[config.mk]
export PLATFORM = sky130hd
export DESIGN_NAME = gsc_draw
export DESIGN_NICKNAME = d
export VERILOG_FILES = /design/src/design/gsc_pkg.sv /design/src/design/gsc_draw.sv
export SDC_FILE = /design/constraint.sdc
export NUM_CORES = 1
export LEC_CHECK = 0
export ABC_AREA = 1
export BUFFER_PORTS_ARGS = -buffer_cell sky130_fd_sc_hd__buf_2
export CAP_MARGIN = 20
export CORE_MARGIN = 4
export CORE_UTILIZATION = 56
export CTS_CLUSTER_DIAMETER = 40
export DETAILED_ROUTE_END_ITERATION = 10
export GPL_TIMING_DRIVEN = 1
export PLACE_DENSITY = 0.82
export SYNTH_ARGS = -nofsm -noshare
export SYNTH_HDL_FRONTEND = slang
export SYNTH_SLANG_ARGS = --single-unit
export TNS_END_PERCENT = 30
[constraint.sdc]
create_clock -name clk -period 4.4 [get_ports clk]
set_input_delay 0.44 -clock clk [delete_from_list [all_inputs] [get_ports clk]]
set_output_delay 0.44 -clock clk [all_outputs]
set_load 0.01 [all_outputs]
[src/design/gsc_pkg.sv]
package gsc_pkg;

    // glyph geometry and store layout
    localparam int MAX_GLYPH_WIDTH  = 8;
    localparam int MAX_GLYPH_HEIGHT = 8;
    localparam int GLYPH_COUNT      = 96;
    localparam int FIRST_CODE       = 32;
    localparam int SLOT_SIZE        = MAX_GLYPH_WIDTH * MAX_GLYPH_HEIGHT;
    localparam int STORE_DEPTH      = GLYPH_COUNT * SLOT_SIZE;

    localparam int ADDR_W  = $clog2(STORE_DEPTH);
    localparam int COL_W   = (MAX_GLYPH_WIDTH > 1) ? $clog2(MAX_GLYPH_WIDTH) : 1;
    localparam int ROW_W   = (MAX_GLYPH_HEIGHT > 1) ? $clog2(MAX_GLYPH_HEIGHT) : 1;
    localparam int GLYPH_W = (GLYPH_COUNT > 1) ? $clog2(GLYPH_COUNT) : 1;
    localparam int DIMW_W  = $clog2(MAX_GLYPH_WIDTH + 1) + 1;
    localparam int DIMH_W  = $clog2(MAX_GLYPH_HEIGHT + 1) + 1;
    localparam int COLS_W  = $clog2(GLYPH_COUNT + 1);
    localparam int BASE_W  = $clog2(2 * GLYPH_COUNT + 1);

    // fixed field widths
    localparam int CFG_DIM_W  = 4;
    localparam int CFG_COLS_W = 7;
    localparam int CODE_W     = 8;
    localparam int PIX_W      = 8;
    localparam int ORG_W      = 10;
    localparam int POS_W      = 11;
    localparam int COLOR_W    = 8;
    localparam int PADDR_W    = 4;
    localparam int PDATA_W    = 32;

    // input operation codes
    localparam logic OP_LOAD = 1'b0;
    localparam logic OP_DRAW = 1'b1;

    // register indexes
    localparam logic [1:0] REG_GLYPH_WIDTH   = 2'd0;
    localparam logic [1:0] REG_GLYPH_HEIGHT  = 2'd1;
    localparam logic [1:0] REG_CHARS_PER_ROW = 2'd2;

    typedef enum logic {
        DRAW_IDLE,
        DRAW_WALK
    } draw_state_t;

    typedef struct packed {
        logic [DIMW_W-1:0] gw;
        logic [DIMH_W-1:0] gh;
        logic [COLS_W-1:0] cols;
    } dims_t;

    typedef struct packed {
        logic              en;
        logic [ADDR_W-1:0] addr;
        logic              data;
    } store_wr_t;

    typedef struct packed {
        logic [GLYPH_W-1:0] glyph;
        logic [ORG_W-1:0]   ox;
        logic [ORG_W-1:0]   oy;
        logic [COLOR_W-1:0] ink;
    } draw_req_t;

    function automatic logic [DIMW_W-1:0] clamp_width(input logic [CFG_DIM_W-1:0] v);
        logic [DIMW_W-1:0] r;
        if (v == '0)
            r = DIMW_W'(1);
        else if (32'(v) > MAX_GLYPH_WIDTH)
            r = DIMW_W'(MAX_GLYPH_WIDTH);
        else
            r = DIMW_W'(v);
        return r;
    endfunction

    function automatic logic [DIMH_W-1:0] clamp_height(input logic [CFG_DIM_W-1:0] v);
        logic [DIMH_W-1:0] r;
        if (v == '0)
            r = DIMH_W'(1);
        else if (32'(v) > MAX_GLYPH_HEIGHT)
            r = DIMH_W'(MAX_GLYPH_HEIGHT);
        else
            r = DIMH_W'(v);
        return r;
    endfunction

    function automatic logic [COLS_W-1:0] clamp_cols(input logic [CFG_COLS_W-1:0] v);
        logic [COLS_W-1:0] r;
        if (v == '0)
            r = COLS_W'(1);
        else if (32'(v) > GLYPH_COUNT)
            r = COLS_W'(GLYPH_COUNT);
        else
            r = COLS_W'(v);
        return r;
    endfunction

endpackage

[src/design/gsc_draw.sv]
module gsc_draw (
    input  logic                           clk,
    input  logic                           rst_n,
    input  logic                           start,
    input  gsc_pkg::draw_req_t             req,
    input  gsc_pkg::dims_t                 dims,
    output logic                           busy,
    output logic                           rd_en,
    output logic [gsc_pkg::ADDR_W-1:0]     rd_addr,
    input  logic                           rd_data,
    output logic                           out_valid,
    input  logic                           out_stall,
    output logic [gsc_pkg::POS_W-1:0]      pixel_x,
    output logic [gsc_pkg::POS_W-1:0]      pixel_y,
    output logic [gsc_pkg::COLOR_W-1:0]    pixel_color,
    output logic                           draw,
    output logic                           last
);

    gsc_pkg::draw_state_t state_reg, state_next;

    logic [gsc_pkg::GLYPH_W-1:0] glyph_reg;
    logic [gsc_pkg::ORG_W-1:0]   ox_reg, oy_reg;
    logic [gsc_pkg::COLOR_W-1:0] ink_reg;
    logic [gsc_pkg::COL_W-1:0]   col_reg, col_next;
    logic [gsc_pkg::ROW_W-1:0]   row_reg, row_next;

    // read stage, aligned with the store read data
    logic                        s1_valid_reg, s1_valid_next;
    logic [gsc_pkg::POS_W-1:0]   s1_x_reg, s1_y_reg;
    logic [gsc_pkg::COLOR_W-1:0] s1_ink_reg;
    logic                        s1_last_reg;

    logic                        out_valid_reg, out_valid_next;
    logic [gsc_pkg::POS_W-1:0]   out_x_reg, out_y_reg;
    logic [gsc_pkg::COLOR_W-1:0] out_color_reg;
    logic                        out_draw_reg, out_last_reg;

    logic col_last, row_last, pix_last, issue, s1_adv;

    assign col_last = (gsc_pkg::DIMW_W'(col_reg) + gsc_pkg::DIMW_W'(1)) == dims.gw;
    assign row_last = (gsc_pkg::DIMH_W'(row_reg) + gsc_pkg::DIMH_W'(1)) == dims.gh;
    assign pix_last = col_last && row_last;

    assign s1_adv = s1_valid_reg && (!out_valid_reg || !out_stall);
    assign issue  = (state_reg == gsc_pkg::DRAW_WALK) && (!s1_valid_reg || s1_adv);

    always_comb
    begin
        state_next = state_reg;
        unique case (state_reg)
            gsc_pkg::DRAW_IDLE:
            begin
                if (start)
                    state_next = gsc_pkg::DRAW_WALK;
            end
            gsc_pkg::DRAW_WALK:
            begin
                if (issue && pix_last)
                    state_next = gsc_pkg::DRAW_IDLE;
            end
            default:
            begin
                state_next = gsc_pkg::DRAW_IDLE;
            end
        endcase
    end

    always_comb
    begin
        busy    = (state_reg == gsc_pkg::DRAW_WALK);
        rd_en   = issue;
        rd_addr = gsc_pkg::ADDR_W'(glyph_reg) * gsc_pkg::ADDR_W'(gsc_pkg::SLOT_SIZE)
                + gsc_pkg::ADDR_W'(row_reg) * gsc_pkg::ADDR_W'(gsc_pkg::MAX_GLYPH_WIDTH)
                + gsc_pkg::ADDR_W'(col_reg);
    end

    always_comb
    begin
        col_next = col_reg;
        row_next = row_reg;
        if (start)
        begin
            col_next = '0;
            row_next = '0;
        end
        else if (issue)
        begin
            col_next = col_reg + gsc_pkg::COL_W'(1);
            if (col_last)
            begin
                col_next = '0;
                row_next = row_reg + gsc_pkg::ROW_W'(1);
            end
        end
    end

    assign s1_valid_next  = issue ? 1'b1 : (s1_valid_reg && !s1_adv);
    assign out_valid_next = s1_adv ? 1'b1 : (out_valid_reg && out_stall);

    always_ff @(posedge clk or negedge rst_n)
    begin
        if (!rst_n)
        begin
            state_reg     <= gsc_pkg::DRAW_IDLE;
            col_reg       <= '0;
            row_reg       <= '0;
            s1_valid_reg  <= 1'b0;
            out_valid_reg <= 1'b0;
        end
        else
        begin
            state_reg     <= state_next;
            col_reg       <= col_next;
            row_reg       <= row_next;
            s1_valid_reg  <= s1_valid_next;
            out_valid_reg <= out_valid_next;
        end
    end

    always_ff @(posedge clk)
    begin
        if (start)
        begin
            glyph_reg <= req.glyph;
            ox_reg    <= req.ox;
            oy_reg    <= req.oy;
            ink_reg   <= req.ink;
        end
        if (issue)
        begin
            s1_x_reg    <= gsc_pkg::POS_W'(ox_reg) + gsc_pkg::POS_W'(col_reg);
            s1_y_reg    <= gsc_pkg::POS_W'(oy_reg) + gsc_pkg::POS_W'(row_reg);
            s1_ink_reg  <= ink_reg;
            s1_last_reg <= pix_last;
        end
        if (s1_adv)
        begin
            out_x_reg     <= s1_x_reg;
            out_y_reg     <= s1_y_reg;
            out_color_reg <= rd_data ? s1_ink_reg : '0;
            out_draw_reg  <= rd_data;
            out_last_reg  <= s1_last_reg;
        end
    end

    assign out_valid   = out_valid_reg;
    assign pixel_x     = out_x_reg;
    assign pixel_y     = out_y_reg;
    assign pixel_color = out_color_reg;
    assign draw        = out_draw_reg;
    assign last        = out_last_reg;

    a_start_idle: assert property (@(posedge clk) disable iff (!rst_n)
        start |-> state_reg == gsc_pkg::DRAW_IDLE)
        else $error("draw started while a glyph walk is running");

    a_walk_ends: assert property (@(posedge clk) disable iff (!rst_n)
        issue && pix_last |=> state_reg == gsc_pkg::DRAW_IDLE)
        else $error("walk did not end after the final glyph pixel");

    a_s1_hold: assert property (@(posedge clk) disable iff (!rst_n)
        s1_valid_reg && !s1_adv |=> s1_valid_reg && $stable(s1_x_reg)
            && $stable(s1_y_reg) && $stable(s1_last_reg) && !$past(issue))
        else $error("read stage lost or overwrote a held pixel");

    a_blank_color: assert property (@(posedge clk) disable iff (!rst_n)
        out_valid_reg && !out_draw_reg |-> out_color_reg == '0)
        else $error("unset pixel carries a color");

endmodule

# Yosys cells after proc, flatten, opt, wreduce, memory -nomap -nowiden
# Cells that the tools add are included.
# totals
ff_bits	107
input_bits	57
out_inout_bits	48
word_cells	55
# classes
addsub	8
n_eq_ne	2
muxes	11
bitwise_logic	1
reduce_logical	15
# op_table
cell	n
adder 10 x 3 -> 11 bit	2
2-to-1 mux 3 bit	6
adder 13 x 3 -> 13 bit	1
adder 13 x 6 -> 13 bit	1
== test 4 x 5 -> 1 bit	2
adder 3 x 1 -> 4 bit (second input constant)	2
adder 3 x 1 -> 3 bit (second input constant)	2
logical AND 1 bit	6
zero test 1 bit	4
2-to-1 mux 1 bit	4
nonzero test 2 bit	2
logical OR 1 bit	2
case mux 1 bit (2 select lines)	1
AND reduction 2 bit	1
NOT 1 bit	1

# Logic depth before layout (Yosys ltp)
# logic_depth
ltp_word	8
mapped_depth	10
depth_no_buf	10

# Worst setup path before layout
# OpenSTA, ideal clock, no wires.
# synth_timing
kind	register -> register
start	reg out_valid_reg, in the netlist out_valid
end	reg out_draw_reg, in the netlist draw (enable)
arrival_time_ns	2.052
required_time_ns	3.968
path_slack_ns	1.916
path_stages_with_launch	2
path_buffers	0
period_less_slack_ns	2.484
path_cell_list	dfrtp_1 > a21oi_1
# synth_between
elab_chain_cells	3
# synth_rtl
element	line	rtl
from (decl)	gsc_draw.sv:34	logic out_valid_reg, out_valid_next;
from (signal assigned)	gsc_draw.sv:117	out_valid_reg <= out_valid_next;
zero test 1 bit	gsc_draw.sv:45	assign s1_adv = s1_valid_reg && (!out_valid_reg || !out_stall);
logical OR 1 bit	gsc_draw.sv:45	
logical AND 1 bit	gsc_draw.sv:45	
via s1_adv	gsc_draw.sv:39	logic col_last, row_last, pix_last, issue, s1_adv;
to (signal assigned)	gsc_draw.sv:142	out_draw_reg <= rd_data;
to (decl)	gsc_draw.sv:37	logic out_draw_reg, out_last_reg;
# The timed path passes the listed nets, and every way through them passes these cells.
# A chain may end at the register's enable or synchronous reset.

# Worst setup path in the final report
# layout_timing
start	reg out_valid_reg, in the netlist out_valid
end	out rd_en
# layout_between
elab_chain_cells	5
# layout_rtl
element	line	rtl
zero test 1 bit	gsc_draw.sv:45	
logical OR 1 bit	gsc_draw.sv:45	
logical AND 1 bit	gsc_draw.sv:45	
logical OR 1 bit	gsc_draw.sv:46	assign issue = (state_reg == gsc_pkg::DRAW_WALK) && (!s1_valid_reg || s1_adv);
logical AND 1 bit	gsc_draw.sv:46	
to (decl)	gsc_draw.sv:8	output logic rd_en,
# No other way between the ends.

==> flow_summary_export.csv <==
group,metric,value,unit
outcome,status,"finished, final reports clean",
cts,cts_resized,0,
logic_synthesis,synth_top_area_frac,0.709,
sta,finalSetupViolCount,0,
placed_design,hpwlAfterDp,4910,µm
critical_path,arrival,1.81,ns
sta,finalCritPeriodShare,0.512,
cts,clock-sinks,107,
critical_path,worst-setup-path-type,"reg2out",
logic_synthesis,synthFlopType,"edfxtp_1",
critical_path,timing.rr.start,"row_reg[0]",
run,cap_violations,0,
global_route,grt_pass1_wl,10600,µm
logic_synthesis,synth_area_leaders,"edfxtp_1, dfrtp_1, nand2_1",
cts,hold_buffers,1,
routing,routed_wl,6550,µm
cells_and_area,final_common_cell,"edfxtp_1",
sta,hold_viol,0,
placed_design,dp_slack,2.24,ns
routing,drt_iter0_drc,93,
logic_synthesis,yosysTopAreaCell,"edfxtp_1",
pwr,cellPowerDensity,407,mW/mm²
critical_path,reg2reg_to,"s1_y_reg[8]",
global_route,grt_antenna_before_repair,0,
placed_design,place_inst,482,
sta,grt_setup_unrepaired,"false",
die,num_rows,31,
sta,timing.fmax,444,MHz
cts,h-tree-depth,3,
hold_path,hp-class,"in2reg",
cells_and_area,multi_input_area,851,µm²
cells_and_area,layout.nets,462,
placed_design,portBuffers,97,
global_route,grt_usage,0.159,
pwr,p_leak,2.17,nW
logic_synthesis,ys_warn_count,0,
cts,cts-root-buf,"clkbuf_8",
routing,num_vias,2397,
logic_synthesis,seq_area_frac_synth,0.763,
global_route,grt-ovfl-total,0,
cts,cts_tree,"yes",
cells_and_area,syn_to_final_growth,19.7,%
placed_design,placed_area,0.00478,mm²
logic_synthesis,avgSynthCellArea,14.6,µm²
sta,fin_ws,2.15,ns
critical_path,r2r_cells,9,
sta,tightest_slew,0.950,ns
die,die-area,0.00885,mm²
sta,fin_crit,2.25,ns
die,die_h,94.1,µm
cts,cts_setup_buffers,0,
sta,slew_headroom,0.365,
sta,tns,0,ns
logic_synthesis,syn_nets,352,
logic_synthesis,synth-edff-count,98,
hold_path,hold_depth,1,
routing,drc,0,
placed_design,gp_congestion,0.800,
cells_and_area,final_cells,499,
cts,clk_pin_slew_worst_paths,0.10,ns
logic_synthesis,ys_ff_latch,107,
critical_path,cp-start-kind,"flip-flop",
routing,vias_per_cell,4.80,
cts,clkLatencyLatePin,0.35,ns
hold_path,hold_end,"ink_reg[4]",
sta,slew_viol_final,0,
critical_path,worstPathRequired,3.96,ns
critical_path,critPathCaptureType,"output pin",
global_route,grt_max_degree,41,
routing,ant_nets,0,
cells_and_area,regArea,0.00317,mm²
die,start_util,0.575,
cells_and_area,fill_cells,530,
pwr,ir_drop,0.201,mV
global_route,grt_pass1_vias,2363,
die,die_width,94.1,µm
logic_synthesis,syn-cell-area,0.00415,mm²
cts,clockBufferDepth,2,
routing,avgRoutedWirePerCell,13.1,µm
die,design.core.area,0.00721,mm²
routing,drtPass1Iterations,4,
die,io_pins,105,
sta,fin_worst_skew,0.00994,ns
logic_synthesis,async_flop_share,0.0841,
cells_and_area,antenna_cells_inserted,0,
cts,numCtsBuffers,9,
cells_and_area,layout_common_cells,"edfxtp_1, buf_2, nand2_1",
logic_synthesis,ys_types,27,
hold_path,hp-start,"req[4]",
logic_synthesis,syn_inst,285,
cells_and_area,final_area,0.00497,mm²
cells_and_area,drive_above_1_share,0.323,
critical_path,crit_path_max_fanout,18,
critical_path,rrSetupSlack,2.24,ns
==> cell families after synthesis <==
group | after synthesis | share of synthesized area
and+or+nand+nor | 107 | 0.124
DFF | 107 | 0.763
buffers and inverters | 38 | 0.0344
xor gates and xnor gates | 15 | 0.0317
adders and majority gates | 10 | 0.0338
AOI/OAI and AO/OA | 8 | 0.0127
==> layout make-up <==
| type | instances | share of cell area |
|---|---|---|
| clock buffers | 9 | 0.0249 |
| repair buffers | 100 | 0.103 |
| flip-flops and latches | 107 | 0.638 |
| clock inverters | 7 | 0.0106 |
| well taps | 99 | 0.0249 |
| multi-input cells | 140 | 0.171 |
| inverters | 37 | 0.0280 |
==> routing by layer <==
layer	up-vias	track usage	wire [µm]
li1	1199	-	-
met1	1124	0.189	2570
met2	66	0.279	3540
met3	8	0.0417	358
met4	0	0.0554	82
met5	-	0	0
==> Yosys cell counts, types with 2 or more instances <==
cell	n
nand3b_1	2
inv_1	36
o21ai_0	3
nand3_2	2
fa_1	2
nand2_2	2
edfxtp_1	98
nand2_1	59
nor2_1	8
nand4_1	7
xor2_1	12
nand3_1	18
nand2_4	2
xnor2_1	3
a21oi_1	2
nor2_2	3
dfrtp_1	9
ha_1	8
==> critical path: stages, from the launching register on <==
cell	delay, ns
dfrtp_1	0.44
nand3_1	0.14
nand2_1	0.08
inv_1	0.54
buf_2	0.26
==> how the worst max path moves through the flow <==
stage | startpoint | to | slack (ns) | cells after the start
after global routing | out_valid | rd_en | 1.97 | 4
after detailed placement | row_reg[0] | s1_y_reg[8] | 2.24 | 9
after floorplan | out_valid | draw | 1.92 | 1
after CTS | out_valid | rd_en | 2.10 | 4
final | out_valid | rd_en | 2.15 | 4
after global placement | row_reg[0] | s1_y_reg[8] | 2.34 | 9
==> stage by stage <==
stage | total power [mW] | utilization | hold WS [ns]
6_report | 2.02 | 0.689 | 0.254
3_3_place_gp | 1.50 | 0.663 | 0.297
4_1_cts | 2.05 | 0.689 | 0.234
5_1_grt | 2.14 | 0.689 | 0.221
3_5_place_dp | 1.52 | 0.663 | 0.304
2_1_floorplan | 1.41 | - | 0.144
==> power breakdown <==
group	total (mW)	switching [mW]	internal, mW
logic	0.228	0.134	0.0937
clock network	0.527	0.317	0.210
registers	1.27	0.0485	1.22
total	2.02	0.500	1.52
Note: power is estimated with default switching activity, not from simulation.
