===== src/design/gsc_pkg.sv =====
package gsc_pkg;

    // glyph geometry and store layout
    localparam int MAX_GLYPH_WIDTH  = 8;
    localparam int MAX_GLYPH_HEIGHT = 8;
    localparam int GLYPH_COUNT      = 96;
    localparam int FIRST_CODE       = 32;
    localparam int SLOT_SIZE        = MAX_GLYPH_WIDTH * MAX_GLYPH_HEIGHT;
    localparam int STORE_DEPTH      = GLYPH_COUNT * SLOT_SIZE;

    localparam int ADDR_W  = $clog2(STORE_DEPTH);
    localparam int COL_W   = (MAX_GLYPH_WIDTH > 1) ? $clog2(MAX_GLYPH_WIDTH) : 1;
    localparam int ROW_W   = (MAX_GLYPH_HEIGHT > 1) ? $clog2(MAX_GLYPH_HEIGHT) : 1;
    localparam int GLYPH_W = (GLYPH_COUNT > 1) ? $clog2(GLYPH_COUNT) : 1;
    localparam int DIMW_W  = $clog2(MAX_GLYPH_WIDTH + 1) + 1;
    localparam int DIMH_W  = $clog2(MAX_GLYPH_HEIGHT + 1) + 1;
    localparam int COLS_W  = $clog2(GLYPH_COUNT + 1);
    localparam int BASE_W  = $clog2(2 * GLYPH_COUNT + 1);

    // fixed field widths
    localparam int CFG_DIM_W  = 4;
    localparam int CFG_COLS_W = 7;
    localparam int CODE_W     = 8;
    localparam int PIX_W      = 8;
    localparam int ORG_W      = 10;
    localparam int POS_W      = 11;
    localparam int COLOR_W    = 8;
    localparam int PADDR_W    = 4;
    localparam int PDATA_W    = 32;

    // input operation codes
    localparam logic OP_LOAD = 1'b0;
    localparam logic OP_DRAW = 1'b1;

    // register indexes
    localparam logic [1:0] REG_GLYPH_WIDTH   = 2'd0;
    localparam logic [1:0] REG_GLYPH_HEIGHT  = 2'd1;
    localparam logic [1:0] REG_CHARS_PER_ROW = 2'd2;

    typedef enum logic {
        DRAW_IDLE,
        DRAW_WALK
    } draw_state_t;

    typedef struct packed {
        logic [DIMW_W-1:0] gw;
        logic [DIMH_W-1:0] gh;
        logic [COLS_W-1:0] cols;
    } dims_t;

    typedef struct packed {
        logic              en;
        logic [ADDR_W-1:0] addr;
        logic              data;
    } store_wr_t;

    typedef struct packed {
        logic [GLYPH_W-1:0] glyph;
        logic [ORG_W-1:0]   ox;
        logic [ORG_W-1:0]   oy;
        logic [COLOR_W-1:0] ink;
    } draw_req_t;

    function automatic logic [DIMW_W-1:0] clamp_width(input logic [CFG_DIM_W-1:0] v);
        logic [DIMW_W-1:0] r;
        if (v == '0)
            r = DIMW_W'(1);
        else if (32'(v) > MAX_GLYPH_WIDTH)
            r = DIMW_W'(MAX_GLYPH_WIDTH);
        else
            r = DIMW_W'(v);
        return r;
    endfunction

    function automatic logic [DIMH_W-1:0] clamp_height(input logic [CFG_DIM_W-1:0] v);
        logic [DIMH_W-1:0] r;
        if (v == '0)
            r = DIMH_W'(1);
        else if (32'(v) > MAX_GLYPH_HEIGHT)
            r = DIMH_W'(MAX_GLYPH_HEIGHT);
        else
            r = DIMH_W'(v);
        return r;
    endfunction

    function automatic logic [COLS_W-1:0] clamp_cols(input logic [CFG_COLS_W-1:0] v);
        logic [COLS_W-1:0] r;
        if (v == '0)
            r = COLS_W'(1);
        else if (32'(v) > GLYPH_COUNT)
            r = COLS_W'(GLYPH_COUNT);
        else
            r = COLS_W'(v);
        return r;
    endfunction

endpackage


===== src/design/gsc_loader.sv =====
module gsc_loader (
    input  logic                           clk,
    input  logic                           rst_n,
    input  logic                           restart,
    input  logic                           load_en,
    input  logic [gsc_pkg::PIX_W-1:0]      pixel_value,
    input  gsc_pkg::dims_t                 dims,
    output gsc_pkg::store_wr_t             wr
);

    logic [gsc_pkg::COL_W-1:0]  col_in_glyph_reg, col_in_glyph_next;
    logic [gsc_pkg::COLS_W-1:0] glyph_col_reg, glyph_col_next;
    logic [gsc_pkg::ROW_W-1:0]  row_in_glyph_reg, row_in_glyph_next;
    // first glyph index of the current sheet row (glyph row times columns)
    logic [gsc_pkg::BASE_W-1:0] row_base_reg, row_base_next;

    logic [gsc_pkg::BASE_W-1:0] glyph;
    logic [gsc_pkg::BASE_W-1:0] base_step;
    logic                       col_wrap, gcol_wrap, row_wrap, base_wrap;

    assign glyph     = row_base_reg + gsc_pkg::BASE_W'(glyph_col_reg);
    assign base_step = row_base_reg + gsc_pkg::BASE_W'(dims.cols);

    assign col_wrap  = (gsc_pkg::DIMW_W'(col_in_glyph_reg) + gsc_pkg::DIMW_W'(1)) >= dims.gw;
    assign gcol_wrap = (gsc_pkg::COLS_W'(glyph_col_reg + gsc_pkg::COLS_W'(1))) >= dims.cols;
    assign row_wrap  = (gsc_pkg::DIMH_W'(row_in_glyph_reg) + gsc_pkg::DIMH_W'(1)) >= dims.gh;
    assign base_wrap = 32'(base_step) >= gsc_pkg::GLYPH_COUNT;

    always_comb
    begin
        wr.en   = load_en && (32'(glyph) < gsc_pkg::GLYPH_COUNT);
        wr.addr = gsc_pkg::ADDR_W'(glyph) * gsc_pkg::ADDR_W'(gsc_pkg::SLOT_SIZE)
                + gsc_pkg::ADDR_W'(row_in_glyph_reg)
                  * gsc_pkg::ADDR_W'(gsc_pkg::MAX_GLYPH_WIDTH)
                + gsc_pkg::ADDR_W'(col_in_glyph_reg);
        wr.data = (pixel_value != '0);
    end

    always_comb
    begin
        col_in_glyph_next = col_in_glyph_reg;
        glyph_col_next    = glyph_col_reg;
        row_in_glyph_next = row_in_glyph_reg;
        row_base_next     = row_base_reg;
        if (restart)
        begin
            col_in_glyph_next = '0;
            glyph_col_next    = '0;
            row_in_glyph_next = '0;
            row_base_next     = '0;
        end
        else if (load_en)
        begin
            col_in_glyph_next = col_in_glyph_reg + gsc_pkg::COL_W'(1);
            if (col_wrap)
            begin
                col_in_glyph_next = '0;
                glyph_col_next    = glyph_col_reg + gsc_pkg::COLS_W'(1);
                if (gcol_wrap)
                begin
                    glyph_col_next    = '0;
                    row_in_glyph_next = row_in_glyph_reg + gsc_pkg::ROW_W'(1);
                    if (row_wrap)
                    begin
                        row_in_glyph_next = '0;
                        row_base_next     = base_wrap ? '0 : base_step;
                    end
                end
            end
        end
    end

    always_ff @(posedge clk or negedge rst_n)
    begin
        if (!rst_n)
        begin
            col_in_glyph_reg <= '0;
            glyph_col_reg    <= '0;
            row_in_glyph_reg <= '0;
            row_base_reg     <= '0;
        end
        else
        begin
            col_in_glyph_reg <= col_in_glyph_next;
            glyph_col_reg    <= glyph_col_next;
            row_in_glyph_reg <= row_in_glyph_next;
            row_base_reg     <= row_base_next;
        end
    end

endmodule


===== config.mk =====
export PLATFORM = sky130hd
export DESIGN_NAME = gsc_loader
export DESIGN_NICKNAME = d
export VERILOG_FILES = /design/src/design/gsc_pkg.sv /design/src/design/gsc_loader.sv
export SDC_FILE = /design/constraint.sdc
export NUM_CORES = 1
export LEC_CHECK = 0
export ABC_CLOCK_PERIOD_IN_PS = 5100
export BUFFER_PORTS_ARGS = -buffer_cell sky130_fd_sc_hd__buf_2
export CORE_MARGIN = 1
export CORE_UTILIZATION = 49
export CTS_CLUSTER_DIAMETER = 40
export DETAILED_ROUTE_END_ITERATION = 7
export GPL_TIMING_DRIVEN = 0
export PLACE_DENSITY_LB_ADDON = 0.12
export SLEW_MARGIN = 15
export SYNTH_ARGS = -nofsm -noshare
export SYNTH_HDL_FRONTEND = slang
export SYNTH_SLANG_ARGS = --single-unit

===== constraint.sdc =====
create_clock -name clk -period 5.1 [get_ports clk]
set_input_delay 0.255 -clock clk [delete_from_list [all_inputs] [get_ports clk]]
set_output_delay 0.255 -clock clk [all_outputs]
set_load 0.01 [all_outputs]

Yosys cells after proc, flatten, opt, wreduce, memory -nomap -nowiden. Cells that the tools add are included.

Flip-flop bits (word level): 21. Bits of input ports: 29. Output and inout port bits: 15. Word-level logic and storage cells: 45.

Add/sub/neg operators: 9. Magnitude comparators: 5. Muxes and demuxes: 18. Reduce and logical (&&, ||, !) cells: 9.

Operator list (number): $mux 8 (6); $mux 7 (4); $mux 3 (8); $add 8x7->8 (2); $add 13x3->13 (1); $add 13x6->13 (1); $ge 4x5->1 (2); $add 3x1->4 const B (2); $ge 8x7->1 const B (1); $lt 8x7->1 const B (1); $reduce_bool 2->1 (4); $reduce_bool 8->1 (1); $add 7x1->7 const B (1); $ge 7x7->1 (1); $add 3x1->3 const B (2); $reduce_and 4->1 (1); $reduce_and 3->1 (1); $reduce_and 2->1 (1); $logic_and 1x1->1 (1).

Logic depth before layout (Yosys ltp). Gate-level depths: netlist (run 1).

Depth in word-level cells: 8. Depth in mapped cells: 11. Gate-level depth less buffers: 10.

Worst setup path after synthesis (run 1). Ideal clock, no wire load.

Path kind: flip-flop to output port. Start: reg glyph_col_reg[0] (netlist bit). End: out wr[14] (netlist bit). Arrival: 2.362 ns. Data required time: 4.845 ns. Setup slack: 2.483 ns. Stages on the path, launching flop included: 8. Path buffers: 0. Cells stage by stage: dfrtp_1 > ha_1 > fa_1 > a21o_1 > a311o_1 > a21oi_2 > xnor2_1 > a2111oi_2.

RTL lines: start, declared (RTL line gsc_loader.sv:12) `logic [gsc_pkg::COLS_W-1:0] glyph_col_reg, glyph_col_next;`; start signal, assigned (RTL line gsc_loader.sv:85) `glyph_col_reg <= glyph_col_next;`; end, declared (RTL line gsc_loader.sv:8) `output gsc_pkg::store_wr_t wr`.

==> results, run 1 <==
- Clock tree synthesis selected as its root buffer the cell sky130_fd_sc_hd__clkbuf_8.
- The clock period could shrink to 3010 ps.
- The worst setup path is captured at a primary output.
- The pre-CTS setup slack is 2250 ps.
- The area of the die is 0.00440 mm2.
- Summed over all layers, the global routing overflow is 0.
- The most used flip-flop cell after synthesis is sky130_fd_sc_hd__dfrtp_1.
- Compared with the post-synthesis result, the final layout area differs by 16.4%.
- At the end of routability-driven placement, the weighted congestion stood at 0.751.
- Derived from the worst setup path, the maximum achievable clock frequency is 0.333 GHz.
- The number of maximum-capacitance violations is 0.
- The share of synthesized registers carrying an async set or reset is 100%.
- Overall power consumption after layout is estimated at 791 uW.
- Headroom to the max-slew limit came out at 67.6%.
- Tracing the worst setup path back leads to its startpoint at glyph_col_reg[0]$_DFFE_PN0P_.
- From left edge to right edge, the die measures about 66 um.
- The most frequent standard cell in the layout excluding fill and tap cells is sky130_fd_sc_hd__buf_2.
- The detailed router's first-iteration violation count is between 80 and 90.
- Entering global routing, the biggest net connects 22 pins.
- The worst register-to-register path has a setup slack of roughly 2200 ps.
- For this run, global-route usage on met3 was measured as 2.24%.
- The largest total area in the synthesized netlist belongs to sky130_fd_sc_hd__dfrtp_1.
- Data on the critical path is required at its endpoint by slightly below 5000 ps.
- The number of placed instances, taps included, is around 320.
- The area inside the core boundary is 0.00397 mm2.
- The via count of the first global-routing pass came to 1563.
- The number of DRC violations after detailed routing is 2.
- Across all setup checks in the final design, the least slack found is 2090 ps.
- The run finished, with violations left.
- Wires add up to 4.16 mm.
- The category of the critical setup timing path is flop to primary output.
- After detailed routing, the number of vias per cell comes to 5.53.
- The mean post-synth cell area is 9.05 um2.
- Summed over all cells, the static leakage comes to between 0.001 and 0.0015 uW.
- The post-detailed-placement half-perimeter wirelength is ~3.4 mm.
- The TritonCTS sink count is 21.
- The synthesized net count is 287.
- The global-route wire length before repair is about 7 mm.
- During placement, the flow inserted port buffers numbering 43.
- TritonCTS built the clock tree.
- The final setup skew is 1.38 ps.
- The initial antenna violation count is 0.
- The antenna diode count is 0.
- The number of failing setup endpoints in the final timing report is 0.
- The arrival time of data at the critical path endpoint is 2750 ps.
- Ranked by total cell area, the synthesized netlist is headed by sky130_fd_sc_hd__dfrtp_1 (26%), sky130_fd_sc_hd__ha_1 (20%), sky130_fd_sc_hd__inv_1 (3.9%), sky130_fd_sc_hd__o21ai_0 (3.5%), sky130_fd_sc_hd__xnor2_1 (3.5%).
- Dividing the final minimum period by the clock period gives 58.9%.
- The transition at the pin with the smallest max-transition slack is 486 ps.
- In the global route stage, met2 resource usage came out at 30.6%.
- In this run the most critical hold path is launched from dims[16].
- Of all nets on the critical path, the largest fanout is 6.
- In this run the core area contains 23 standard-cell rows.
- The final reports fail on DRC.
- The dominant delay contributor by cell family on the critical path is compound AO/OA/AOI/OAI gates.
- The number of CTS-inserted buffers is 3.
- The post-route netlist has about a fifth of its cells at a drive strength greater than 1.
- The kind of path behind the tightest hold check is input pin to flop.
- Yosys mapped a number of flops with a built-in enable equal to 0.
- The Yosys step of the flow raised 0 warnings.
- The die extent in y is 66.3 um.
- Setup repair after global routing left no endpoint under its margin.
- The proportion of synthesized chip area in sequential cells is between 20 and 30%.
- The setup TNS is 0 ps.
- Global routing consumed, over all layers together, 21.0% of the routing resources.
- The synthesized design devotes to its leading area cell type 25.9% of total area.
- The slowest stage of the critical path belongs to the cell sky130_fd_sc_hd__dfrtp_1.
- Yosys mapped the design onto 43 distinct sky130hd cell types.
- The critical path's largest stage delay is 450 ps.
- Traced cell by cell, the critical path runs through ha_1 -> fa_1 -> a21o_1 -> a311o_1 -> a21oi_2 -> xnor2_1 -> a2111oi_2 -> buf_2.
- The origin of the critical flop-to-flop path is glyph_col_reg[1]$_DFFE_PN0P_.
- In the layout the commonest cells are sky130_fd_sc_hd__buf_2 (45), sky130_fd_sc_hd__ha_1 (32), sky130_fd_sc_hd__inv_1 (21), sky130_fd_sc_hd__dfrtp_1 (21), sky130_fd_sc_hd__o21ai_0 (14).
- The flip-flop count of the largest register after layout is 8.
- The sort of element at the start of the critical path is a flop.
- The total count of max-transition violations in the final report is 0.
- The longest clock path from root to sink contains 2 buffers.
- The number of routed nets with antenna violations is 0.
- The initial utilization of the core area, before any placement, comes to 51.0%.
- The number of optimization iterations in the first detailed-route pass is 6.
- The most utilized layer in the global route result is met1.
- The maximum ir drop on the vdd rail is 0.178 mV.
- The number of levels the H-tree was split into is 1.
- For the worst-skew pair, the clock arrives at the later sink with an insertion delay of 260 ps.
- The layout net count is 336.
- The combined area of all synthesized cells is 0.00203 mm2.
- The finished layout holds 322 standard cells, fillers aside.
- The buffer and inverter count on the worst path is 1.
- The total count of hold-check failures in the final report is 0.
- The routed layout has 1781 vias.
- The power density over the cells is 335 mW/mm2.
- The met1 usage is 31.6%.
- Synthesis produced a netlist whose cell count is 224.
- The top-level I/O count is 44.
- The synthesized design contains 21 register bits.
- In the final routed layout, each cell accounts on average for 12.9 um.
- The clock transition at the registers of the reported paths is 80 ps.
[path summary, 6_finish.rpt]
check,endpoint,cells past startpoint
worst max-delay path,wr[14],8
worst min-delay path,col_in_glyph_reg[2]$_DFFE_PN0P_,3
worst max register to register,row_in_glyph_reg[0]$_DFFE_PN0P_,11
worst min register to register,col_in_glyph_reg[1]$_DFFE_PN0P_,2
max in group asynchronous,row_in_glyph_reg[1]$_DFFE_PN0P_,2
min in group asynchronous,glyph_col_reg[0]$_DFFE_PN0P_,2
[final cells by class]
class                      count  area, um2
timing repair buffer          44        225
tap                           50       62.6
sequential                    21        526
clock buffer                   4       45.0
fill                         374       1610
buffer                         4       17.5
multi-input combinational    178       1410
inverter                      21       78.8
[power by group]
part	switching (uW)	total (uW)	internal [uW]	leakage, uW
sequential	48.3	248	199	0.000283
combinational	225	430	206	0.000986
clock	56.9	113	55.8	0.0000228
[routing by layer]
layer | wire length (um) | share of wire [%] | vias up
met5 | 0 | 0 | -
met1 | 2170 | 52 | 808
met3 | 157 | 3.8 | 5
met2 | 1780 | 43 | 40
met4 | 53 | 1.3 | 0
li1 | - | - | 928
[cell usage after synthesis (2+ instances only)]
master	number
sky130_fd_sc_hd__buf_2	2
sky130_fd_sc_hd__inv_1	21
sky130_fd_sc_hd__xnor2_1	8
sky130_fd_sc_hd__nand2_1	11
sky130_fd_sc_hd__fa_1	2
sky130_fd_sc_hd__and3_1	6
sky130_fd_sc_hd__and2_1	2
sky130_fd_sc_hd__nor3_1	2
sky130_fd_sc_hd__nor3b_1	2
sky130_fd_sc_hd__nor4_1	2
sky130_fd_sc_hd__xor2_1	7
sky130_fd_sc_hd__nor2_1	12
sky130_fd_sc_hd__a21oi_1	7
sky130_fd_sc_hd__o211ai_1	3
sky130_fd_sc_hd__mux2_2	2
sky130_fd_sc_hd__a31oi_1	4
sky130_fd_sc_hd__a22o_1	7
sky130_fd_sc_hd__o2bb2ai_1	6
sky130_fd_sc_hd__ha_1	32
sky130_fd_sc_hd__nand4_1	5
sky130_fd_sc_hd__nor2b_1	4
sky130_fd_sc_hd__a21o_1	7
sky130_fd_sc_hd__o21ai_0	14
sky130_fd_sc_hd__o21a_1	5
sky130_fd_sc_hd__nand2b_1	4
sky130_fd_sc_hd__clkbuf_1	2
sky130_fd_sc_hd__dfrtp_1	21
sky130_fd_sc_hd__nand3_1	5
sky130_fd_sc_hd__a211oi_1	5
[what timing repair did]
action | in CTS | in global routing
buffers inserted | 0 | 0
hold endpoints to repair | 21 | 0
hold buffers | 1 | 0
gates resized for setup | 0 | 0
[cells by family after synthesis]
logic type / after synthesis / share of synthesized area (%)
AND/OR/NAND/NOR: 58 / 15.0
XOR/XNOR: 15 / 6.48
multiplexers: 2 / 1.11
AO/OA/AOI/OAI: 69 / 25.0
adder cells (fa/ha/maj): 34 / 21.7
buffers and inverters: 25 / 4.75
flip-flops: 21 / 25.9
[worst min-delay path, cell delays in order]
cell,delay (ps)
sky130_fd_sc_hd__buf_2,100
sky130_fd_sc_hd__nor2_1,40
sky130_fd_sc_hd__o21ai_0,150
[stage by stage]
stage                     util, %  cell area (um2)  hold slack, ps
after CTS                    59.4             2360             315
after floorplan                 -             2030           -40.6
final                        59.4             2360             318
after global placement       58.0             2300             240
after global routing         59.4             2360             324
after detailed placement     58.0             2300             243
Note: power is estimated with default switching activity, not from simulation.
==> run 2, diff against run 1 <==
--- a/config.mk
+++ b/config.mk
@@ -5,7 +5,7 @@
 export SDC_FILE = /design/constraint.sdc
 export NUM_CORES = 1
 export LEC_CHECK = 0
-export ABC_CLOCK_PERIOD_IN_PS = 5100
+export ABC_CLOCK_PERIOD_IN_PS = 2600
 export BUFFER_PORTS_ARGS = -buffer_cell sky130_fd_sc_hd__buf_2
 export CORE_MARGIN = 1
 export CORE_UTILIZATION = 49
==> constraint.sdc (replaced) <==
create_clock -name clk -period 2.6 [get_ports clk]
set_input_delay 0.13 -clock clk [delete_from_list [all_inputs] [get_ports clk]]
set_output_delay 0.13 -clock clk [all_outputs]
set_load 0.01 [all_outputs]
==> results, run 2 (synthesized netlist as in run 1, its figures left out) <==
- The setup TNS is -8.90 ps (was 0 ps).
- The sequential power share came to 29.7% (was 31.3%).
- The worst hold slack is 191 ps (was 318 ps).
- The initial antenna violation count came to 0 (unchanged).
- The proportion of layout cells with a drive suffix above 1 was 29.8% (was 21.3%).
- The switching power as a share of total power is 41.7% (about the same).
- The maximum number of buffers from clock root to sink is 2 (unchanged).
- The category of the critical setup timing path is flop to flop (was flop to primary output).
- The power density over the cells is 641 mW/mm2 (was 335 mW/mm2).
- The clock transition at the registers of the reported paths is 80 ps (about the same).
- The all-layer global routing usage is 21.6% (was 21.0%).
- The power spent charging and discharging nets was 685 uW (was 330 uW).
- The number of CTS-inserted buffers came to 3 (unchanged).
- The maximum ir drop on the vdd rail is 0.357 mV (was 0.178 mV).
- Outcome: finished, violations left (unchanged).
- The vias per cell is 5.58 (was 5.53).
- The number of DRC violations after detailed routing is 0 (was 2).
- The number of failing setup endpoints in the final timing report is 2 (was 0).
- The total count of max-transition violations in the final report is 0 (unchanged).
- The number of vias in the routed layout is 1851 (was 1781).
- The global-route wire length before repair is 7.23 mm (was 7.02 mm).
- The layout net count was 346 (was 336).
- Unrepaired setup endpoints after global routing: true (was false).
- The per-cell routed wire length came to 13.5 um (was 12.9 um).
- The combinational power share is 56.9% (was 54.4%).
- The final cell count without fillers came to 332 (was 322).
- The clock latency of the later-clocked register in the worst-skew pair is 270 ps (was 260 ps).
- Static timing analysis puts the maximum clock frequency at about 0.38 GHz.
- The antenna diode count is 0 (unchanged).
- The die extent in y was 66.3 um (unchanged).
- The TritonCTS clock tree is yes (unchanged).
- The row count is 23 (unchanged).
- The instance area at placement was 0.00230 mm2 (unchanged).
- The pin count of the biggest net entering global routing is 22 (unchanged).
- The tightest slew margin relative to the limit is 67.5% (was 67.6%).
- The count of input and output buffers is 43 (unchanged).
- The sort of element at the start of the critical path is a flop (unchanged).
- The worst path uses 100% of the clock period.
- The post-route worst setup slack is -6.14 ps (was 2090 ps).
- The flip-flop count of the largest register after layout is 8 (unchanged).
- The number of optimization iterations in the first detailed-route pass is 4 (was 6).
- The internal power summed over all cells is 957 uW (was 461 uW).
- The via count of the first global-routing pass is 1606 (was 1563).
- Most frequent cells in the layout: sky130_fd_sc_hd__buf_2 (45), sky130_fd_sc_hd__ha_1 (30), sky130_fd_sc_hd__inv_1 (21) (was sky130_fd_sc_hd__buf_2 (45), sky130_fd_sc_hd__ha_1 (32), sky130_fd_sc_hd__inv_1 (21), sky130_fd_sc_hd__dfrtp_1 (21), sky130_fd_sc_hd__o21ai_0 (14)).
- The clock root buffer is sky130_fd_sc_hd__clkbuf_8 (unchanged).
- The post-detailed-placement half-perimeter wirelength was 3.40 mm (unchanged).
- The transition at the pin with the smallest max-transition slack is 488 ps (was 486 ps).
- The top-level I/O count is 44 (unchanged).
- The kind of path behind the tightest hold check is input pin to flop (unchanged).
- The total placed cells including tap cells is 317 (unchanged).
- The endpoint type of the worst setup path is a flop (was primary output).
- The area of the die was 0.00440 mm2 (unchanged).
- The final setup skew was 3.04 ps (was 1.38 ps).
- The area inside the core boundary came to 0.00397 mm2 (unchanged).
- The clock network fraction of total power is 13.4% (was 14.3%).
- The minimum period implied by the final worst setup slack is 2610 ps.
- The required time at the endpoint of the critical path came to 2760 ps (was 4850 ps).
- The leakage power of the design is 0.00135 uW (was 0.00129 uW).
- The area of the multi-input gates is 0.00151 mm2 (was 0.00141 mm2).
- The most frequent standard cell in the layout excluding fill and tap cells is sky130_fd_sc_hd__buf_2 (unchanged).
- The initial core utilization is 51.0% (unchanged).
- The total count of hold-check failures in the final report is 0 (unchanged).
- The number of maximum-capacitance violations is 0 (unchanged).
- The routed wire length is 4.49 mm (was 4.16 mm).
- The arrival time of data at the critical path endpoint is 2770 ps (was 2750 ps).
- The maximum fanout count along the critical path is 5 (was 6).
- The number of levels the H-tree was split into is 1 (unchanged).
- The number of routed nets with antenna violations is 0 (unchanged).
- The synthesis-to-layout area growth is 26.4% (was 16.4%).
- The horizontal die dimension is 66.3 um (unchanged).
- The number of filler instances in the final layout is 340 (was 374).
- The area of all placed cells without fillers is 0.00256 mm2 (was 0.00236 mm2).
- The aggregate global routing overflow was 0 (unchanged).
- The flip-flop and latch area is 527 um2 (was 526 um2).
- The TritonCTS sink count is 21 (unchanged).
- Failing checks: setup timing (was DRC).
- The detailed router's first-iteration violation count is 90 (was 83).
- The routability congestion estimate is 0.751 (unchanged).
[run 2: changes by cell type in the layout (fill, tap and decap cells not counted), sizes merged]
cell    before  now
clkbuf       6    5
buf         45   56
[run 2: timing repair]
item	in CTS	in global routing
hold buffers	1	0
gates resized for setup	11	20
gates cloned	0	1
buffers inserted	6	3
setup endpoints to repair	18	19
endpoints found under the hold margin	21	0
pin swaps	10	7
[run 2: final cells by class]
class | count | share of cell area (%)
sequential | 21 | 20.6
tap | 50 | 2.44
inverter | 21 | 3.08
timing repair buffer | 54 | 12.0
multi-input combinational | 178 | 59.0
clock buffer | 4 | 1.76
buffer | 4 | 1.17
[run 2: layer usage]
layer  up-vias  GRT usage, %  wire length, um
met5         -             0                0
met4         0          7.98               59
met3         5          2.24              103
met2        29          31.4             2040
met1       870          32.6             2290
li1        947             -                -
[run 2: metrics by stage]
step | util, % | setup slack (ps) | power, uW
2_1_floorplan | - | 108 | 1110
3_3_place_gp | 58.0 | -251 | 1330
3_5_place_dp | 58.0 | -251 | 1340
4_1_cts | 61.6 | 32.0 | 1600
5_1_grt | 64.5 | -164 | 1800
6_report | 64.5 | -6.14 | 1640
[run 2: path summary, 6_finish.rpt]
check | from | end | slack (ps) | cells after the start
max reg2reg | glyph_col_reg[0]$_DFFE_PN0P_ | row_base_reg[6]$_DFFE_PN0P_ | -6 | 11
min | dims[16] | col_in_glyph_reg[2]$_DFFE_PN0P_ | 190 | 3
min in group asynchronous | rst_n | row_base_reg[5]$_DFFE_PN0P_ | 370 | 2
max | glyph_col_reg[0]$_DFFE_PN0P_ | row_base_reg[6]$_DFFE_PN0P_ | -6 | 11
min reg2reg | col_in_glyph_reg[1]$_DFFE_PN0P_ | col_in_glyph_reg[1]$_DFFE_PN0P_ | 550 | 2
max in group asynchronous | rst_n | glyph_col_reg[1]$_DFFE_PN0P_ | 1870 | 2
[run 2: power groups by stage]
stage	clock (uW)	combinational [uW]	sequential [uW]
after floorplan	0	646	463
after global placement	0	838	488
after CTS	225	894	482
after detailed placement	0	848	490
final	220	934	488
after global routing	236	1070	500
[run 2: worst max-delay path, stage by stage, from the launching register on]
cell                       delay (ps)
sky130_fd_sc_hd__dfrtp_1          390
sky130_fd_sc_hd__buf_4            150
sky130_fd_sc_hd__ha_4             160
sky130_fd_sc_hd__nand3_2          110
sky130_fd_sc_hd__nor2_2           140
sky130_fd_sc_hd__xor2_1           200
sky130_fd_sc_hd__ha_1             300
sky130_fd_sc_hd__and3_4           220
sky130_fd_sc_hd__a221oi_4         290
sky130_fd_sc_hd__o21ai_4          160
sky130_fd_sc_hd__and3_4           210
sky130_fd_sc_hd__a31o_2           190
==> run 3, diff against run 2 <==
--- a/config.mk
+++ b/config.mk
@@ -13,6 +13,7 @@
 export DETAILED_ROUTE_END_ITERATION = 7
 export GPL_TIMING_DRIVEN = 0
 export PLACE_DENSITY_LB_ADDON = 0.12
+export REMOVE_ABC_BUFFERS = 1
 export SLEW_MARGIN = 15
 export SYNTH_ARGS = -nofsm -noshare
 export SYNTH_HDL_FRONTEND = slang
==> results, run 3 (synthesized netlist as in run 1, its figures left out) <==
- Outcome: finished, violations left (unchanged).
- Failing checks: setup timing (unchanged).
- The internal reg-to-reg setup slack came to 60 ps (was -6 ps).
- The number of failing setup endpoints in the final timing report is 1 (was 2).
- The layout net count is 351 (was 346).
- The TritonCTS clock tree is yes (unchanged).
- The cell depth of the worst hold path is 3 (unchanged).
- The dominant delay contributor by cell family on the critical path was compound AO/OA/AOI/OAI gates (was simple AND/OR/NAND/NOR gates).
- The number of DRC violations after detailed routing is 0 (unchanged).
- The detailed router's first-iteration violation count is 97 (was 90).
- Unrepaired setup endpoints after global routing: true (unchanged).
- The first element of the critical path is glyph_col_reg[0]$_DFFE_PN0P_ (unchanged).
- The initial antenna violation count is 0 (unchanged).
- The maximum fanout count along the critical path is 4 (was 5).
- The ratio of final minimum period to clock period came to 102% (was 100%).
- The post-detailed-placement half-perimeter wirelength came to 3.56 mm (was 3.40 mm).
- The kind of path behind the tightest hold check is input pin to flop (unchanged).
- The flip-flop count of the largest register after layout is 8 (unchanged).
- The buffer and inverter count on the worst path is 1 (unchanged).
- The worst reg-to-reg path cell count is 11 (unchanged).
- The area of the die is 0.00440 mm2 (unchanged).
- The number of CTS-inserted buffers is 3 (unchanged).
- The critical path's largest stage delay is 470 ps (was 390 ps).
- The synthesis-to-layout area growth was 30.3% (was 26.4%).
- The clock latency of the later-clocked register in the worst-skew pair is 260 ps (was 270 ps).
- The sort of element at the start of the critical path is a flop (unchanged).
- The post-route worst setup slack was -42.6 ps (was -6.14 ps).
- The routed wire length was 4.91 mm (was 4.49 mm).
- CP Cell Sequence: ha_4 -> fa_2 -> a21o_1 -> a311o_1 -> a21oi_2 -> xnor2_2 -> a2111oi_2 -> buf_2 (was buf_4 -> ha_4 -> nand3_2 -> nor2_2 -> xor2_1 -> ha_1 -> and3_4 -> a221oi_4 -> o21ai_4 -> and3_4 -> a31o_2).
- The number of routed nets with antenna violations is 0 (unchanged).
- The pre-CTS setup slack is -716 ps (was -251 ps).
- The die extent in y is 66.3 um (unchanged).
- The clock root buffer is sky130_fd_sc_hd__clkbuf_8 (unchanged).
- The global-route wire length before repair was 8.20 mm (was 7.23 mm).
- The category of the critical setup timing path is flop to primary output (was flop to flop).
- The maximum ir drop on the vdd rail is 0.512 mV (was 0.357 mV).
- The vias per cell is 5.66 (was 5.58).
- The most utilized layer in the global route result is met2 (was met1).
- The required time at the endpoint of the critical path came to 2470 ps (was 2760 ps).
- The tightest slew margin relative to the limit is 65.8% (was 67.5%).
- The TritonCTS sink count is 21 (unchanged).
- The maximum number of buffers from clock root to sink was 2 (unchanged).
- The top-level I/O count is 44 (unchanged).
- The antenna diode count is 0 (unchanged).
- The clock transition at the registers of the reported paths came to 80 ps (about the same).
- The minimum period implied by the final worst setup slack is 2640 ps (was 2610 ps).
- The fmax came to 0.378 GHz (was 0.384 GHz).
- The initial core utilization is 51.0% (unchanged).
- The all-layer global routing usage is 24.3% (was 21.6%).
- The total count of hold-check failures in the final report came to 0 (unchanged).
- The routability congestion estimate was 0.742 (was 0.751).
- The most frequent standard cell in the layout excluding fill and tap cells is sky130_fd_sc_hd__buf_2 (unchanged).
- The critical register-to-register path endpoint is row_base_reg[6]$_DFFE_PN0P_ (unchanged).
- The instance area at placement is 0.00230 mm2 (about the same).
- The count of input and output buffers was 43 (unchanged).
- The arrival time of data at the critical path endpoint came to 2510 ps (was 2770 ps).
- The area of all placed cells without fillers was 0.00264 mm2 (was 0.00256 mm2).
- The transition at the pin with the smallest max-transition slack is 512 ps (was 488 ps).
- The number of filler instances in the final layout is 344 (was 340).
- The number of levels the H-tree was split into was 1 (unchanged).
- The aggregate global routing overflow is 0 (unchanged).
- The cell type of the slowest stage on the worst timing path is sky130_fd_sc_hd__dfrtp_2 (was sky130_fd_sc_hd__dfrtp_1).
- The endpoint type of the worst setup path is a primary output (was flop).
- The cell depth of the worst setup path is 8 (was 11).
- The power density over the cells is 638 mW/mm2 (was 641 mW/mm2).
- The proportion of layout cells with a drive suffix above 1 is 33.8% (was 29.8%).
- The leakage power of the design came to 0.00139 uW (was 0.00135 uW).
- The global-route track usage on met3 is 4.14% (was 2.24%).
- The area inside the core boundary is 0.00397 mm2 (unchanged).
- The worst hold slack came to 175 ps (was 191 ps).
- The origin of the critical flop-to-flop path is glyph_col_reg[1]$_DFFE_PN0P_ (was glyph_col_reg[0]$_DFFE_PN0P_).
- The row count is 23 (unchanged).
- The met1 usage is 31.0% (was 32.6%).
- The per-cell routed wire length is 14.6 um (was 13.5 um).
- The endpoint of the most critical setup path is wr[14] (was row_base_reg[6]$_DFFE_PN0P_).
- The pin count of the biggest net entering global routing was 22 (unchanged).
- The final setup skew is 1.71 ps (was 3.04 ps).
- The horizontal die dimension is 66.3 um (unchanged).
- The via count of the first global-routing pass came to 1819 (was 1606).
- The fraction of met2 tracks used by global routing is 43.1% (was 31.4%).
- The number of vias in the routed layout was 1907 (was 1851).
- Most frequent cells in the layout: sky130_fd_sc_hd__buf_2 (44), sky130_fd_sc_hd__ha_1 (30), sky130_fd_sc_hd__inv_1 (21) (was sky130_fd_sc_hd__buf_2 (45), sky130_fd_sc_hd__ha_1 (30), sky130_fd_sc_hd__inv_1 (21)).
- The number of maximum-capacitance violations is 0 (unchanged).
- The total count of max-transition violations in the final report is 0 (unchanged).
- The number of optimization iterations in the first detailed-route pass is 4 (unchanged).
[run 3: cell types whose count changed in the layout (fill, tap and decap cells not counted), sizes merged]
cell    change
buf         +6
clkbuf      -2
clkinv      +1
[run 3: layer usage]
layer  vias to the layer above  share of wire (%)
li1                        954                  -
met5                         -                  0
met4                         0                1.4
met2                        52                 48
met1                       893                 47
met3                         8                3.6
[run 3: metrics by stage]
stage                     TNS [ps]  std cells  utilization, %  power (uW)
after floorplan               -921        220               -        1110
after global placement      -11580        313            57.6        1330
after detailed placement     -9820        314            57.9        1350
after CTS                    -47.6        331            63.8        1650
after global routing          -427        337            66.5        1830
final                        -42.6        337            66.5        1680
[run 3: worst min-delay path by stage]
stage                  start                              end  slack [ps]
global placement       rst_n     glyph_col_reg[1]$_DFFE_PN0P_         110
finish              dims[16]  col_in_glyph_reg[2]$_DFFE_PN0P_         180
global route        dims[16]  col_in_glyph_reg[2]$_DFFE_PN0P_         220
CTS                 dims[16]  col_in_glyph_reg[2]$_DFFE_PN0P_         170
detailed placement     rst_n     glyph_col_reg[1]$_DFFE_PN0P_         130
floorplan              rst_n  col_in_glyph_reg[0]$_DFFE_PN0P_        -170
[run 3: power by group]
part           switching, uW  internal (uW)  leakage (uW)  total (uW)
clock network            115            107     0.0000255         222
registers               87.2            393      0.000279         480
logic                    509            473       0.00109         982
[run 3: layout make-up]
type                    count  area [um2]  share of cell area (%)
inverters                  21        78.8                    2.98
flip-flops and latches     21         529                    20.0
well taps                  50        62.6                    2.37
clock inverters             1        5.00                   0.189
clock buffers               3        41.3                    1.56
multi-input cells         178        1550                    58.6
repair buffers             63         378                    14.3
[run 3: what timing repair did]
| action | CTS | global route |
|---|---|---|
| endpoints found under the setup margin | 19 | 19 |
| setup buffers | 12 | 6 |
| endpoints found under the hold margin | 21 | 0 |
| gates resized for setup | 21 | 11 |
| pin swaps | 11 | 6 |
| hold buffers | 1 | 0 |
[run 3: worst min-delay path, cell delays in order]
cell and delay [ps]:
sky130_fd_sc_hd__buf_2 90, sky130_fd_sc_hd__nor2_1 40, sky130_fd_sc_hd__o21ai_0 140
